`src/rtl/windowed_utilization_rate_monitor_macros.svh`:
```
// Assertion macros used by the controller of the windowed utilization rate monitor.
// Depends on nothing; define ASSERT_OFF to compile the checks out.
`ifndef WINDOWED_UTILIZATION_RATE_MONITOR_MACROS_SVH
`define WINDOWED_UTILIZATION_RATE_MONITOR_MACROS_SVH

`ifndef ASSERT_OFF

// Check a property on every rising clock edge outside reset.
`define WURM_ASSERT(lbl, clk, rstn, prop) \
  lbl: assert property (@(posedge clk) disable iff (!(rstn)) (prop)) \
    else $error("wurm assertion failed");

// Check a property on every rising clock edge, reset included.
`define WURM_ASSERT_ALWAYS(lbl, clk, prop) \
  lbl: assert property (@(posedge clk) (prop)) \
    else $error("wurm assertion failed");

`else

`define WURM_ASSERT(lbl, clk, rstn, prop)
`define WURM_ASSERT_ALWAYS(lbl, clk, prop)

`endif

`endif

```
`src/rtl/wurm_pkg.sv`:
```
// Shared types and constants of the windowed utilization rate monitor.
// Used by the divider, datapath, controller and top level; depends on nothing.
package wurm_pkg;

  // Input action codes.
  typedef enum logic [2:0] {
    ACT_PASS   = 3'd0,
    ACT_BUSY   = 3'd1,
    ACT_LINK   = 3'd2,
    ACT_FRAMES = 3'd3,
    ACT_SVC    = 3'd4
  } act_e;

  // Quantity being worked on during a window close.
  typedef enum logic [2:0] {
    OP_BUSY   = 3'd0,
    OP_LINK   = 3'd1,
    OP_FRAME  = 3'd2,
    OP_PASS   = 3'd3,
    OP_CALLS  = 3'd4,
    OP_WORKED = 3'd5
  } op_e;

  // Divider job kinds.
  typedef enum logic [1:0] {
    DIV_FULL = 2'd0,
    DIV_FRAC = 2'd1,
    DIV_PCT  = 2'd2
  } div_e;

  localparam int unsigned DIV_CNT_W = 7;
  localparam logic [DIV_CNT_W-1:0] STEPS_FULL = 7'd64;
  localparam logic [DIV_CNT_W-1:0] STEPS_FRAC = 7'd20;
  localparam logic [DIV_CNT_W-1:0] STEPS_PCT  = 7'd7;

  localparam logic [31:0] SCALE_US   = 32'd1000000;
  localparam logic [6:0]  PCT_SCALE  = 7'd100;
  localparam logic [6:0]  PCT_MAX    = 7'd100;
  localparam logic [31:0] WLEN_RESET = 32'd1000000;

  // Commands from the controller to the datapath.
  typedef struct packed {
    logic acc_en;
    logic close;
    logic pct_mul;
    logic rate_mul;
    logic div_start;
    div_e div_kind;
    logic store;
    logic load;
    logic last;
    logic clear;
    op_e  op;
  } dp_cmd_t;

  // Status from the datapath to the controller.
  typedef struct packed {
    logic closes;
    logic div_busy;
    logic ge;
  } dp_sts_t;

endpackage

```
`src/rtl/windowed_utilization_rate_monitor.sv`:
```
// An item that closes no window is taken back to back while the controller is idle. A
// window close holds off input until its records are out, output stalls included, and is
// paced by the shared one-bit-per-cycle divider: each rate needs a 64-step and a 20-step
// division, each percent a 7-step one unless it clamps at 100.
// Reset (rst_ni low, asynchronous) clears all sums, counts and the CPU peak, and
// sets the window length to 1000000 us; no clearing pass is needed.
module windowed_utilization_rate_monitor #(
  parameter int unsigned SERVICE_COUNT = 6
) (
  input  logic        clk_i,
  input  logic        rst_ni,
  input  logic        window_length_we_i,
  input  logic [31:0] window_length_us_i,
  input  logic        in_valid_i,
  output logic        in_ready_o,
  input  logic [2:0]  action_i,
  input  logic [31:0] now_us_i,
  input  logic [31:0] amount_i,
  input  logic [2:0]  service_index_i,
  input  logic        did_work_i,
  output logic        out_valid_o,
  input  logic        out_ready_i,
  output logic        record_kind_o,
  output logic [2:0]  record_service_o,
  output logic [6:0]  cpu_util_o,
  output logic [6:0]  cpu_util_peak_o,
  output logic [6:0]  link_percent_o,
  output logic [31:0] frames_per_second_o,
  output logic [31:0] passes_per_second_o,
  output logic [31:0] calls_per_second_o,
  output logic [31:0] worked_per_second_o,
  output logic        last_o
);

  localparam int unsigned SVC_W = (SERVICE_COUNT > 1) ? $clog2(SERVICE_COUNT) : 1;

  wurm_pkg::dp_cmd_t cmd;
  wurm_pkg::dp_sts_t sts;
  logic [SVC_W-1:0]  svc;

  wurm_ctrl #(
    .SERVICE_COUNT (SERVICE_COUNT),
    .SVC_W         (SVC_W)
  ) u_ctrl (
    .clk_i       (clk_i),
    .rst_ni      (rst_ni),
    .in_valid_i  (in_valid_i),
    .in_ready_o  (in_ready_o),
    .out_valid_o (out_valid_o),
    .out_ready_i (out_ready_i),
    .sts_i       (sts),
    .cmd_o       (cmd),
    .svc_o       (svc)
  );

  wurm_dp #(
    .SERVICE_COUNT (SERVICE_COUNT),
    .SVC_W         (SVC_W)
  ) u_dp (
    .clk_i               (clk_i),
    .rst_ni              (rst_ni),
    .window_length_we_i  (window_length_we_i),
    .window_length_us_i  (window_length_us_i),
    .action_i            (action_i),
    .now_us_i            (now_us_i),
    .amount_i            (amount_i),
    .service_index_i     (service_index_i),
    .did_work_i          (did_work_i),
    .cmd_i               (cmd),
    .svc_i               (svc),
    .sts_o               (sts),
    .record_kind_o       (record_kind_o),
    .record_service_o    (record_service_o),
    .cpu_util_o          (cpu_util_o),
    .cpu_util_peak_o     (cpu_util_peak_o),
    .link_percent_o      (link_percent_o),
    .frames_per_second_o (frames_per_second_o),
    .passes_per_second_o (passes_per_second_o),
    .calls_per_second_o  (calls_per_second_o),
    .worked_per_second_o (worked_per_second_o),
    .last_o              (last_o)
  );

endmodule

```
`src/rtl/wurm_div.sv`:
```
// Restoring divider, one quotient bit per cycle, for the rate monitor.
// Depends on wurm_pkg for the step counter width.
module wurm_div (
  input  logic                           clk_i,
  input  logic                           rst_ni,
  input  logic                           start_i,
  input  logic [wurm_pkg::DIV_CNT_W-1:0] steps_i,
  input  logic [31:0]                    rem_i,
  input  logic [63:0]                    num_i,
  input  logic [31:0]                    divisor_i,
  output logic                           busy_o,
  output logic [63:0]                    quo_o,
  output logic [31:0]                    rem_o
);

  logic [wurm_pkg::DIV_CNT_W-1:0] cnt_q, cnt_d;
  logic [31:0] rem_q, rem_d;
  logic [63:0] num_q, num_d;
  logic [32:0] part;
  logic [33:0] diff;
  logic        take;

  // One shift and trial subtract; quotient bits enter at the low end.
  always_comb begin
    part  = {rem_q, num_q[63]};
    diff  = {1'b0, part} - {2'b00, divisor_i};
    take  = ~diff[33];
    cnt_d = cnt_q;
    rem_d = rem_q;
    num_d = num_q;
    if (start_i) begin
      cnt_d = steps_i;
      rem_d = rem_i;
      num_d = num_i;
    end else if (cnt_q != '0) begin
      cnt_d = cnt_q - 1'b1;
      rem_d = take ? diff[31:0] : part[31:0];
      num_d = {num_q[62:0], take};
    end
  end

  // Step counter is control state.
  always_ff @(posedge clk_i or negedge rst_ni) begin
    if (!rst_ni) begin
      cnt_q <= '0;
    end else begin
      cnt_q <= cnt_d;
    end
  end

  // Partial remainder and dividend/quotient shifter.
  always_ff @(posedge clk_i) begin
    rem_q <= rem_d;
    num_q <= num_d;
  end

  assign busy_o = (cnt_q != '0);
  assign quo_o  = num_q;
  assign rem_o  = rem_q;

endmodule

```
`src/rtl/wurm_dp.sv`:
```
// Datapath of the rate monitor: accumulators, multipliers, divider, output register.
// Depends on wurm_pkg and instantiates wurm_div.
module wurm_dp #(
  parameter int unsigned SERVICE_COUNT = 6,
  parameter int unsigned SVC_W = 3
) (
  input  logic                 clk_i,
  input  logic                 rst_ni,
  input  logic                 window_length_we_i,
  input  logic [31:0]          window_length_us_i,
  input  logic [2:0]           action_i,
  input  logic [31:0]          now_us_i,
  input  logic [31:0]          amount_i,
  input  logic [2:0]           service_index_i,
  input  logic                 did_work_i,
  input  wurm_pkg::dp_cmd_t    cmd_i,
  input  logic [SVC_W-1:0]     svc_i,
  output wurm_pkg::dp_sts_t    sts_o,
  output logic                 record_kind_o,
  output logic [2:0]           record_service_o,
  output logic [6:0]           cpu_util_o,
  output logic [6:0]           cpu_util_peak_o,
  output logic [6:0]           link_percent_o,
  output logic [31:0]          frames_per_second_o,
  output logic [31:0]          passes_per_second_o,
  output logic [31:0]          calls_per_second_o,
  output logic [31:0]          worked_per_second_o,
  output logic                 last_o
);

  // Window state and accumulators.
  logic [31:0] wlen_q;
  logic [31:0] start_q;
  logic [31:0] busy_q;
  logic [31:0] link_q;
  logic [63:0] frame_q;
  logic [31:0] pass_q;
  logic [6:0]  peak_q;
  logic [31:0] calls_q  [SERVICE_COUNT];
  logic [31:0] worked_q [SERVICE_COUNT];

  // Close-time working registers.
  logic [31:0] elap_q;
  logic [38:0] x_q;
  logic        ge_q;
  logic [51:0] prod_q;
  logic [31:0] qm_q;
  logic [6:0]  cpu_r_q;
  logic [6:0]  link_r_q;
  logic [31:0] fps_r_q;
  logic [31:0] pps_r_q;
  logic [31:0] calls_r_q;
  logic [31:0] worked_r_q;

  logic [31:0] elapsed;
  logic [31:0] len;
  logic        svc_ok;
  logic [SVC_W-1:0] in_idx;
  logic [31:0] sum32;
  logic [63:0] n64;
  logic [6:0]  pct_val;
  logic [31:0] rate_val;

  logic                           div_busy;
  logic [63:0]                    div_quo;
  logic [31:0]                    div_rem;
  logic [wurm_pkg::DIV_CNT_W-1:0] div_steps;
  logic [31:0]                    div_rem_init;
  logic [63:0]                    div_num_init;

  // Window close test on the offered beat; a zero length acts as one.
  always_comb begin
    elapsed = now_us_i - start_q;
    len     = (wlen_q == '0) ? 32'd1 : wlen_q;
    svc_ok  = (32'(service_index_i) < 32'(SERVICE_COUNT));
    in_idx  = SVC_W'(service_index_i);
  end

  assign sts_o.closes   = (action_i == wurm_pkg::ACT_PASS) && (elapsed >= len);
  assign sts_o.div_busy = div_busy;
  assign sts_o.ge       = ge_q;

  // Window length register.
  always_ff @(posedge clk_i or negedge rst_ni) begin
    if (!rst_ni) begin
      wlen_q <= wurm_pkg::WLEN_RESET;
    end else if (window_length_we_i) begin
      wlen_q <= window_length_us_i;
    end
  end

  // Global accumulators, cleared after the last record of a close.
  always_ff @(posedge clk_i or negedge rst_ni) begin
    if (!rst_ni) begin
      start_q <= '0;
      busy_q  <= '0;
      link_q  <= '0;
      frame_q <= '0;
      pass_q  <= '0;
    end else if (cmd_i.clear) begin
      busy_q  <= '0;
      link_q  <= '0;
      frame_q <= '0;
      pass_q  <= '0;
    end else if (cmd_i.acc_en) begin
      unique case (action_i)
        wurm_pkg::ACT_PASS:   pass_q  <= pass_q + 32'd1;
        wurm_pkg::ACT_BUSY:   busy_q  <= busy_q + amount_i;
        wurm_pkg::ACT_LINK:   link_q  <= link_q + amount_i;
        wurm_pkg::ACT_FRAMES: frame_q <= frame_q + {32'd0, amount_i};
        default: ;
      endcase
      if (cmd_i.close) begin
        start_q <= now_us_i;
      end
    end
  end

  // Per-service counters, one lane per service.
  always_ff @(posedge clk_i or negedge rst_ni) begin
    if (!rst_ni) begin
      for (int k = 0; k < SERVICE_COUNT; k++) begin
        calls_q[k]  <= '0;
        worked_q[k] <= '0;
      end
    end else begin
      for (int k = 0; k < SERVICE_COUNT; k++) begin
        if (cmd_i.clear) begin
          calls_q[k]  <= '0;
          worked_q[k] <= '0;
        end else if (cmd_i.acc_en && (action_i == wurm_pkg::ACT_SVC) && svc_ok &&
                     (in_idx == SVC_W'(k))) begin
          calls_q[k] <= calls_q[k] + 32'd1;
          if (did_work_i) begin
            worked_q[k] <= worked_q[k] + 32'd1;
          end
        end
      end
    end
  end

  // Operand selection for the quantity being worked on.
  always_comb begin
    sum32 = (cmd_i.op == wurm_pkg::OP_LINK) ? link_q : busy_q;
    unique case (cmd_i.op)
      wurm_pkg::OP_FRAME:  n64 = frame_q;
      wurm_pkg::OP_PASS:   n64 = {32'd0, pass_q};
      wurm_pkg::OP_CALLS:  n64 = {32'd0, calls_q[svc_i]};
      wurm_pkg::OP_WORKED: n64 = {32'd0, worked_q[svc_i]};
      default:             n64 = '0;
    endcase
  end

  // Divider job setup: full quotient, fractional part, or percent.
  always_comb begin
    unique case (cmd_i.div_kind)
      wurm_pkg::DIV_FULL: begin
        div_steps    = wurm_pkg::STEPS_FULL;
        div_rem_init = '0;
        div_num_init = n64;
      end
      wurm_pkg::DIV_FRAC: begin
        div_steps    = wurm_pkg::STEPS_FRAC;
        div_rem_init = prod_q[51:20];
        div_num_init = {prod_q[19:0], 44'd0};
      end
      wurm_pkg::DIV_PCT: begin
        div_steps    = wurm_pkg::STEPS_PCT;
        div_rem_init = x_q[38:7];
        div_num_init = {x_q[6:0], 57'd0};
      end
      default: begin
        div_steps    = '0;
        div_rem_init = '0;
        div_num_init = '0;
      end
    endcase
  end

  wurm_div u_div (
    .clk_i     (clk_i),
    .rst_ni    (rst_ni),
    .start_i   (cmd_i.div_start),
    .steps_i   (div_steps),
    .rem_i     (div_rem_init),
    .num_i     (div_num_init),
    .divisor_i (elap_q),
    .busy_o    (div_busy),
    .quo_o     (div_quo),
    .rem_o     (div_rem)
  );

  // Results: percent clamps to 100; a rate is whole part times 1e6 plus the fraction.
  always_comb begin
    pct_val  = ge_q ? wurm_pkg::PCT_MAX : div_quo[6:0];
    rate_val = qm_q + {12'd0, div_quo[19:0]};
  end

  // Elapsed time latch and multiplier stages.
  always_ff @(posedge clk_i) begin
    if (cmd_i.close) begin
      elap_q <= elapsed;
    end
    if (cmd_i.pct_mul) begin
      x_q  <= 39'(sum32) * 39'(wurm_pkg::PCT_SCALE);
      ge_q <= (sum32 >= elap_q);
    end
    if (cmd_i.rate_mul) begin
      prod_q <= 52'(div_rem) * 52'(wurm_pkg::SCALE_US);
      qm_q   <= div_quo[31:0] * wurm_pkg::SCALE_US;
    end
  end

  // Result registers for the record being assembled.
  always_ff @(posedge clk_i) begin
    if (cmd_i.store) begin
      unique case (cmd_i.op)
        wurm_pkg::OP_BUSY:   cpu_r_q    <= pct_val;
        wurm_pkg::OP_LINK:   link_r_q   <= pct_val;
        wurm_pkg::OP_FRAME:  fps_r_q    <= rate_val;
        wurm_pkg::OP_PASS:   pps_r_q    <= rate_val;
        wurm_pkg::OP_CALLS:  calls_r_q  <= rate_val;
        wurm_pkg::OP_WORKED: worked_r_q <= rate_val;
        default: ;
      endcase
    end
  end

  // Running CPU peak since reset.
  always_ff @(posedge clk_i or negedge rst_ni) begin
    if (!rst_ni) begin
      peak_q <= '0;
    end else if (cmd_i.store && (cmd_i.op == wurm_pkg::OP_BUSY) && (pct_val > peak_q)) begin
      peak_q <= pct_val;
    end
  end

  // Output register: the global record after the pass rate, else a service record.
  always_ff @(posedge clk_i) begin
    if (cmd_i.load) begin
      last_o <= cmd_i.last;
      if (cmd_i.op == wurm_pkg::OP_PASS) begin
        record_kind_o       <= 1'b0;
        record_service_o    <= 3'd0;
        cpu_util_o          <= cpu_r_q;
        cpu_util_peak_o     <= peak_q;
        link_percent_o      <= link_r_q;
        frames_per_second_o <= fps_r_q;
        passes_per_second_o <= pps_r_q;
        calls_per_second_o  <= '0;
        worked_per_second_o <= '0;
      end else begin
        record_kind_o       <= 1'b1;
        record_service_o    <= 3'(svc_i);
        cpu_util_o          <= '0;
        cpu_util_peak_o     <= '0;
        link_percent_o      <= '0;
        frames_per_second_o <= '0;
        passes_per_second_o <= '0;
        calls_per_second_o  <= calls_r_q;
        worked_per_second_o <= worked_r_q;
      end
    end
  end

endmodule

```
`src/rtl/wurm_ctrl.sv`:
```
// Controller of the rate monitor: accepts beats and sequences the window close.
// Depends on wurm_pkg and the assertion macro header.
`include "windowed_utilization_rate_monitor_macros.svh"

module wurm_ctrl #(
  parameter int unsigned SERVICE_COUNT = 6,
  parameter int unsigned SVC_W = 3
) (
  input  logic              clk_i,
  input  logic              rst_ni,
  input  logic              in_valid_i,
  output logic              in_ready_o,
  output logic              out_valid_o,
  input  logic              out_ready_i,
  input  wurm_pkg::dp_sts_t sts_i,
  output wurm_pkg::dp_cmd_t cmd_o,
  output logic [SVC_W-1:0]  svc_o
);

  localparam logic [3:0] ST_IDLE      = 4'd0;
  localparam logic [3:0] ST_PCT_MUL   = 4'd1;
  localparam logic [3:0] ST_PCT_DIV   = 4'd2;
  localparam logic [3:0] ST_PCT_WAIT  = 4'd3;
  localparam logic [3:0] ST_RATE_DIV1 = 4'd4;
  localparam logic [3:0] ST_RATE_W1   = 4'd5;
  localparam logic [3:0] ST_RATE_MUL  = 4'd6;
  localparam logic [3:0] ST_RATE_DIV2 = 4'd7;
  localparam logic [3:0] ST_RATE_W2   = 4'd8;
  localparam logic [3:0] ST_EMIT      = 4'd9;

  logic [3:0]        state_q, state_d;
  wurm_pkg::op_e     op_q, op_d;
  logic [SVC_W-1:0]  svc_q, svc_d;
  logic              out_valid_q, out_valid_d;
  logic              out_free;
  logic              svc_last;

  assign out_free = !out_valid_q || out_ready_i;
  assign svc_last = (svc_q == SVC_W'(SERVICE_COUNT - 1));

  // Next state and datapath commands.
  always_comb begin
    state_d    = state_q;
    op_d       = op_q;
    svc_d      = svc_q;
    in_ready_o = 1'b0;
    cmd_o      = '0;
    cmd_o.op   = op_q;
    unique case (state_q)
      ST_IDLE: begin
        in_ready_o   = 1'b1;
        cmd_o.acc_en = in_valid_i;
        if (in_valid_i && sts_i.closes) begin
          cmd_o.close = 1'b1;
          op_d        = wurm_pkg::OP_BUSY;
          state_d     = ST_PCT_MUL;
        end
      end
      ST_PCT_MUL: begin
        cmd_o.pct_mul = 1'b1;
        state_d       = ST_PCT_DIV;
      end
      ST_PCT_DIV: begin
        if (sts_i.ge) begin
          cmd_o.store = 1'b1;
          if (op_q == wurm_pkg::OP_BUSY) begin
            op_d    = wurm_pkg::OP_LINK;
            state_d = ST_PCT_MUL;
          end else begin
            op_d    = wurm_pkg::OP_FRAME;
            state_d = ST_RATE_DIV1;
          end
        end else begin
          cmd_o.div_start = 1'b1;
          cmd_o.div_kind  = wurm_pkg::DIV_PCT;
          state_d         = ST_PCT_WAIT;
        end
      end
      ST_PCT_WAIT: begin
        if (!sts_i.div_busy) begin
          cmd_o.store = 1'b1;
          if (op_q == wurm_pkg::OP_BUSY) begin
            op_d    = wurm_pkg::OP_LINK;
            state_d = ST_PCT_MUL;
          end else begin
            op_d    = wurm_pkg::OP_FRAME;
            state_d = ST_RATE_DIV1;
          end
        end
      end
      ST_RATE_DIV1: begin
        cmd_o.div_start = 1'b1;
        cmd_o.div_kind  = wurm_pkg::DIV_FULL;
        state_d         = ST_RATE_W1;
      end
      ST_RATE_W1: begin
        if (!sts_i.div_busy) begin
          state_d = ST_RATE_MUL;
        end
      end
      ST_RATE_MUL: begin
        cmd_o.rate_mul = 1'b1;
        state_d        = ST_RATE_DIV2;
      end
      ST_RATE_DIV2: begin
        cmd_o.div_start = 1'b1;
        cmd_o.div_kind  = wurm_pkg::DIV_FRAC;
        state_d         = ST_RATE_W2;
      end
      ST_RATE_W2: begin
        if (!sts_i.div_busy) begin
          cmd_o.store = 1'b1;
          if (op_q == wurm_pkg::OP_FRAME) begin
            op_d    = wurm_pkg::OP_PASS;
            state_d = ST_RATE_DIV1;
          end else if (op_q == wurm_pkg::OP_CALLS) begin
            op_d    = wurm_pkg::OP_WORKED;
            state_d = ST_RATE_DIV1;
          end else begin
            state_d = ST_EMIT;
          end
        end
      end
      ST_EMIT: begin
        if (out_free) begin
          cmd_o.load = 1'b1;
          cmd_o.last = (op_q == wurm_pkg::OP_WORKED) && svc_last;
          if (op_q == wurm_pkg::OP_PASS) begin
            op_d    = wurm_pkg::OP_CALLS;
            svc_d   = '0;
            state_d = ST_RATE_DIV1;
          end else if (svc_last) begin
            cmd_o.clear = 1'b1;
            state_d     = ST_IDLE;
          end else begin
            op_d    = wurm_pkg::OP_CALLS;
            svc_d   = svc_q + SVC_W'(1);
            state_d = ST_RATE_DIV1;
          end
        end
      end
      default: begin
        state_d = ST_IDLE;
      end
    endcase
  end

  // Output valid: set when a record is loaded, dropped when the beat is taken.
  always_comb begin
    out_valid_d = out_valid_q;
    if (cmd_o.load) begin
      out_valid_d = 1'b1;
    end else if (out_ready_i) begin
      out_valid_d = 1'b0;
    end
  end

  always_ff @(posedge clk_i or negedge rst_ni) begin
    if (!rst_ni) begin
      state_q     <= ST_IDLE;
      op_q        <= wurm_pkg::OP_BUSY;
      svc_q       <= '0;
      out_valid_q <= 1'b0;
    end else begin
      state_q     <= state_d;
      op_q        <= op_d;
      svc_q       <= svc_d;
      out_valid_q <= out_valid_d;
    end
  end

  assign out_valid_o = out_valid_q;
  assign svc_o       = svc_q;

  // A new division never starts on top of one in flight.
  `WURM_ASSERT(a_div_start_idle, clk_i, rst_ni, cmd_o.div_start |-> !sts_i.div_busy)
  // Results are stored only from a settled divider.
  `WURM_ASSERT(a_store_settled, clk_i, rst_ni, cmd_o.store |-> !sts_i.div_busy)
  // A record is loaded only into a free output slot.
  `WURM_ASSERT(a_load_free, clk_i, rst_ni, cmd_o.load |-> (!out_valid_q || out_ready_i))
  // The service counter stays within the configured services.
  `WURM_ASSERT(a_svc_range, clk_i, rst_ni, 32'(svc_q) < 32'(SERVICE_COUNT))
  // The final record of a close returns the controller to idle.
  `WURM_ASSERT(a_last_idle, clk_i, rst_ni, (cmd_o.load && cmd_o.last) |=> (state_q == ST_IDLE))

endmodule

```
`config.mk`:
```
export PLATFORM = sky130hd
export DESIGN_NAME = windowed_utilization_rate_monitor
export DESIGN_NICKNAME = d
export VERILOG_FILES = /design/src/rtl/wurm_pkg.sv /design/src/rtl/windowed_utilization_rate_monitor.sv /design/src/rtl/wurm_div.sv /design/src/rtl/wurm_dp.sv /design/src/rtl/wurm_ctrl.sv
export VERILOG_INCLUDE_DIRS = /design/src /design/src/rtl
export SDC_FILE = /design/constraint.sdc
export NUM_CORES = 2
export LEC_CHECK = 0
export BUFFER_PORTS_ARGS = -buffer_cell sky130_fd_sc_hd__buf_2
export CAP_MARGIN = 20
export CORE_MARGIN = 2
export CORE_UTILIZATION = 50
export DETAILED_ROUTE_END_ITERATION = 10
export HOLD_SLACK_MARGIN = 0.12
export PLACE_DENSITY = 0.66
export SKIP_CTS_REPAIR_TIMING = 1
export SYNTH_ARGS = -nofsm -noshare
export SYNTH_HDL_FRONTEND = slang
export SYNTH_SLANG_ARGS = --single-unit
```
`constraint.sdc`:
```
create_clock -name clk_i -period 9.62 [get_ports clk_i]
set_clock_uncertainty 0.1 [all_clocks]
set_input_delay 0.481 -clock clk_i [delete_from_list [all_inputs] [get_ports clk_i]]
set_output_delay 0.481 -clock clk_i [all_outputs]
set_load 0.02 [all_outputs]
```
# Yosys cells after proc, flatten, opt, wreduce, memory -nomap -nowiden
# Index checks and enable logic that the tools add are counted.
# W data, S select, Z words.
# word_totals
elab_cells	277
output_inout_bits	156
register_bits	1167
# op_classes
n_reduce_logical	59
bitwise_logic	3
add_sub_neg	21
order_cmp	5
eq_ne	35
mul	3
n_mux	104
# op_table
cell	n
$mux W32	48
$add A32 B1 Y32 const B	13
$mux W64	5
$pmux W64 S4	1
$bmux W32 S3	2
$pmux W64 S3	1
$add A32 B32 Y32	2
$add A64 B32 Y64	1
$ge A32 B32 Y1	2
$pmux W32 S2	1
$mux W3	16
$mul A32 B14 Y46 const B	1
$pmux W4 S10	1
$mul A32 B5 Y37 const B	1
$mux W4	9
$reduce_and A2 Y1	17
$sub A33 B32 Y34	1
$add A32 B20 Y32	1
$logic_not A32 Y1	1
$mul A32 B14 Y26 const B	1
$sub A32 B32 Y32	1
$reduce_bool A2 Y1	14
$mux W7	3
$pmux W7 S3	1
37 further kinds	86

# Depth between registers and ports, before layout
# depth
depth_word	12
ltp_mapped	25
ltp_nobuf	25

# By module
# From an unflattened synthesis, not the netlist that was laid out.
# hier_totals
hier_cells	7375
hier_area_um2	76437.1
# modules_own_cells
mod	area_per_inst_um2	n_inst	seq_area_each_um2	cells_per_inst
wurm_dp	68998.7	1	28551.1	6655
wurm_div	6496.2	1	3057.9	598
wurm_ctrl	942.2	1	275.3	122

# Least setup slack after synthesis
# Ideal clock, no wire load.
# synth_timing
path_kind	reg-to-reg
startpoint	reg u_ctrl.state_q[2]
endpoint	reg u_dp.worked_q[120] in the netlist's numbering
path_buffers	1
setup_ns	0.078
slack_ns	3.531
path_stages_with_launch	13
period_less_slack_ns	6.089
arrival_time_ns	5.911
required_time_ns	9.442
path_cell_list	dfrtp_1 -> nand2b_1 -> nor2_1 -> nand3_1 -> inv_1 -> nand2_1 -> clkbuf_1 -> a211oi_1 -> and2_1 -> and3_1 -> nand2_1 -> or3_1 -> a21oi_1
# synth_via
elab_chain_cells	7
# synth_lines
element	line_no	source
from (decl)	wurm_ctrl.sv:31	logic [3:0] state_q, state_d;
from (signal assigned)	wurm_ctrl.sv:165	state_q <= state_d;
$logic_not A4 Y1	wurm_ctrl.sv:49	unique case (state_q)
$mux W2	wurm_ctrl.sv:49	
$logic_and A1 B1 Y1 (3 in a row)	wurm_dp.sv:131	end else if (cmd_i.acc_en && (action_i == wurm_pkg::ACT_SVC) && svc_ok &&
$reduce_bool A2 Y1 (no line)	-	
$reduce_and A2 Y1 (no line)	-	
to (signal, indexed assignment)	wurm_dp.sv:135	worked_q[k] <= worked_q[k] + 32'd1;
to (decl)	wurm_dp.sv:40	logic [31:0] worked_q [SERVICE_COUNT];
# Parallel ways exist; a longest one is shown, timed or not.
# A chain may end at the register's enable or synchronous reset.

# Worst setup path after layout
# layout_timing
startpoint	reg u_dp.u_div.rem_q[3] (netlist: u_dp.u_div.rem_o[3])
endpoint	reg u_dp.prod_q[51] (data pin)
# layout_via
elab_chain_cells	1
# layout_lines
element	line_no	source
from (decl)	wurm_div.sv:17	logic [31:0] rem_q, rem_d;
from (signal assigned)	wurm_div.sv:53	rem_q <= rem_d;
$mul A32 B14 Y46	wurm_dp.sv:209	prod_q <= 52'(div_rem) * 52'(wurm_pkg::SCALE_US);
to (signal assigned)	wurm_dp.sv:209	
to (decl)	wurm_dp.sv:46	logic [51:0] prod_q;
# No other way between the ends.

==> results.md <==
* Status: completed
* Worst-Margin Slew at 1.323 ns
* Max Fclk at 142.0 MHz
* Final Hold Vio Count at 0
* Synth Instances at 7,221
* Post-synthesis compound-gate area fraction at 11.02%
* Launch point of the critical path: u_dp.u_div.rem_o[3]
* Setup Crit Path Kind: reg -> reg
* Hold/Removal Path Class: in -> async
* Critical Path, Cell by Cell: inv_1 -> fa_1 -> inv_1 -> fa_1 -> fa_1 -> fa_1 -> ha_1 -> inv_1 -> fa_1 -> inv_1 -> ha_1 -> o21ai_0 -> a311oi_1 -> o221ai_1 -> o31ai_1 -> a31oi_1 -> o21a_1 -> o21ai_0 -> xnor2_1
* Synth area leader: edfxtp_1
* Pre-CTS WS at 2.683 ns
* CTS clk-pin slew, worst paths at 0.06 ns
* Clk root buf: clkbuf_16
* Final setup vio count at 0
* Worst r2r src: u_dp.u_div.rem_o[3]
* CP max stage cell: a311oi_1
* Critical Path End: u_dp.prod_q[51]
* Tcrit/Tclk final at 73.21%
* Starting Density at 50.41%
* Worst reg2reg setup slack at 2.58 ns
* Crit path max fanout at 7
* First-pass GRT wire length at 323,800 µm
* Vias per inst at 5.883
* Post-DP HPWL at 159,700 µm
* RSZ-0062 raised after global routing: false
* Syn Std Cell Area at 74,620 µm²
* Simple-Gate Fraction of Synth Area at 14.30%
* Total CTS buffers at 132
* Worst-Skew Late Latency at 0.78 ns
* Post-synth EDFFs at 534
* Max Slew Vio Count at 0
* Worst hold slack at 0.1074 ns
* Die area at 152,300 µm²
* TNS Setup at 0 ns
* Area fraction of the dominant cell type after synthesis at 21.49%
* Yosys warning total at 0
* Number of vias in the routed layout at 56,230
* Fillers at 12,560
* Crit path DAT at 7.45 ns
* Worst Path Buf+Inv at 4
* Wire per inst at 22.08 µm
* Final nets at 8,428
* Drt total wl at 211,100 µm
* Slowest Stage Delay on Critical Path at 0.73 ns
* Slew headroom at 11.79%
* Chip height at 390.3 µm
* Initial DRC Count at 5,409
* Core area at 148,000 µm²
* CTS tree: built
* Total gr overflow at 0
* DRT antenna net count at 0
* Setup crit start kind: flip-flop
* Crit-path most repeated cell: fa_1
* Critical path depth at 19
* Mux contribution to synthesized area at 3.843%
* Synth Net Count at 8,146
* Most used DFF post-synth: dfrtp_1
* Width of the die at 390.3 µm
* Vias in the first global route at 53,500
* Avg Cell Area, Syn at 10.33 µm²
* Count of input and output buffers at 263
* XOR/XNOR Fraction of Synth Area at 7.477%
* MaxCap Viol Count at 0
* Area delta synth->final at 11.69%
* Clock Sinks at 1,167
* Crit path max-delay family: adder cells
* Largest family of logic cells by synthesized area: adder cells
* Synth top area cells: edfxtp_1 21%, dfrtp_1 21%, ha_1 9.8%, fa_1 6.3%, xor2_1 4.2%
* Row count at 141
* Reg2reg path depth at 19
* Initial antenna violation count at 31
* Tmin final at 7.043 ns
* Largest net degree at the start of global routing at 193
* Critical Path End Type: flip-flop
* Layout cells sized above 1 at 8.918%
* Final worst slack at 2.577 ns
* Worst endpoint required time at 10.03 ns
* Htree depth at 4
* GPL Wtd Cong at 0.9521
* #FFs+latches synth at 1,167
* Reg2reg end: u_dp.prod_q[51]
* Synth Area in Adders at 16.05%
* DRC violations left at 0
* Share of synthesized registers carrying an async set or reset at 54.24%
* Synth unique cells at 91
* 1st-pass router iterations at 9
* Tot GR Track Use at 27.62%
* Sequential cell area fraction in the yosys report at 42.73%
* Num ports at 264
* Clock buffer depth at 3
[cell type report]
class,count,area [µm²],area share [%]
antenna,15,37.54,0.04504
clock buffer,180,3603,4.324
clock inverter,65,907.1,1.088
inverter,661,2486,2.983
multi-input combinational,5152,39470,47.35
sequential,1167,31890,38.26
tap,1930,2415,2.897
timing repair buffer,389,2537,3.045
[stage by stage]
step,util (%),std cells,area (µm²)
detailed placement,52.77,9230,78110
finish,56.31,9559,83340
global route,56.29,9547,83310
CTS,55.82,9475,82620
floorplan,-,7221,74620
global placement,52.71,9224,78020
[worst register-to-register path: cells and delay by family, from the launching register on]
family | cells | cell delay (ns)
adders and majority gates | 7 | 3.19
AOI/OAI and AO/OA | 7 | 2.54
DFF | 1 | 0.54
buffers and inverters | 4 | 0.33
xor gates and xnor gates | 1 | 0.10
[worst min path at each step]
stage	from	slack, ns	end	cells past startpoint
after CTS	rst_ni	-0.46	u_dp.start_q[16]	1
final	rst_ni	0.11	u_dp.start_q[16]	2
after global routing	amount_i[31]	0.13	u_dp.link_q[31]	3
after floorplan	rst_ni	0.09	u_ctrl.op_q[0]	0
after detailed placement	u_dp.link_q[31]	0.37	u_dp.link_q[31]	1
after global placement	u_dp.link_q[31]	0.37	u_dp.link_q[31]	1
[per-layer routing]
metal / vias to the layer above / GRT usage, % / routed length [µm]
li1: 25980 / - / -
met5: - / 0 / 101
met1: 28020 / 39.90 / 93310
met3: 309 / 4.849 / 16160
met2: 1904 / 42.61 / 95370
met4: 16 / 8.178 / 6155
[sequential cells by signal, summed over array words and instances (netlist names), 37 cells and up]
| signal | flops |
|---|---|
| u_dp.calls_q | 192 |
| u_dp.worked_q | 192 |
| u_dp.frame_q | 64 |
| u_dp.u_div.quo_o | 64 |
| u_dp.prod_q | 46 |
| u_dp.x_q | 37 |
[synthesized netlist by cell type (8+ instances only)]
cell	count
o21a_1	46
mux2_2	20
dfrtp_1	626
nand2b_1	52
ha_1	583
o22ai_1	54
o31ai_1	35
a22o_1	35
nor2b_1	46
o211ai_1	24
buf_1	28
xor2_1	360
nor2_1	650
xnor2_1	277
nor4_1	34
o21bai_1	34
and4_1	35
mux4_2	64
nand2_1	474
or2_2	10
a21oi_1	283
nand4_1	110
nand3_1	309
inv_1	659
edfxtp_1	534
and3_1	116
a222oi_1	38
or4_1	8
o311ai_0	8
clkbuf_1	204
a22oi_1	67
mux2i_1	120
and2_1	170
o21ai_0	411
nor3_1	67
a21o_1	100
a211oi_1	29
a31oi_1	39
a221oi_1	8
or3_1	70
fa_1	234
[kinds of logic after synthesis]
logic type                 Yosys count
xor gates and xnor gates           637
AOI/OAI and AO/OA                 1302
DFF                               1167
and+or+nand+nor                   2192
muxes                              204
buffers and inverters              902
adders and majority gates          817
[cells in the final DEF, fill, tap and decap left out, types with 234 or more instances in the layout]
master | Yosys | routed
a21oi_1 | 283 | 282
edfxtp_1 | 534 | 534
xor2_1 | 360 | 360
nor2_1 | 650 | 645
o21ai_0 | 411 | 411
dfrtp_1 | 626 | 623
xnor2_1 | 277 | 277
fa_1 | 234 | 234
buf_2 | 3 | 262
ha_1 | 583 | 583
inv_1 | 659 | 657
nand2_1 | 474 | 471
nand3_1 | 309 | 309
Power is left out: the tool's default activity adds up to more than one toggle a clock period on the data nets, which glitch-free logic cannot reach.
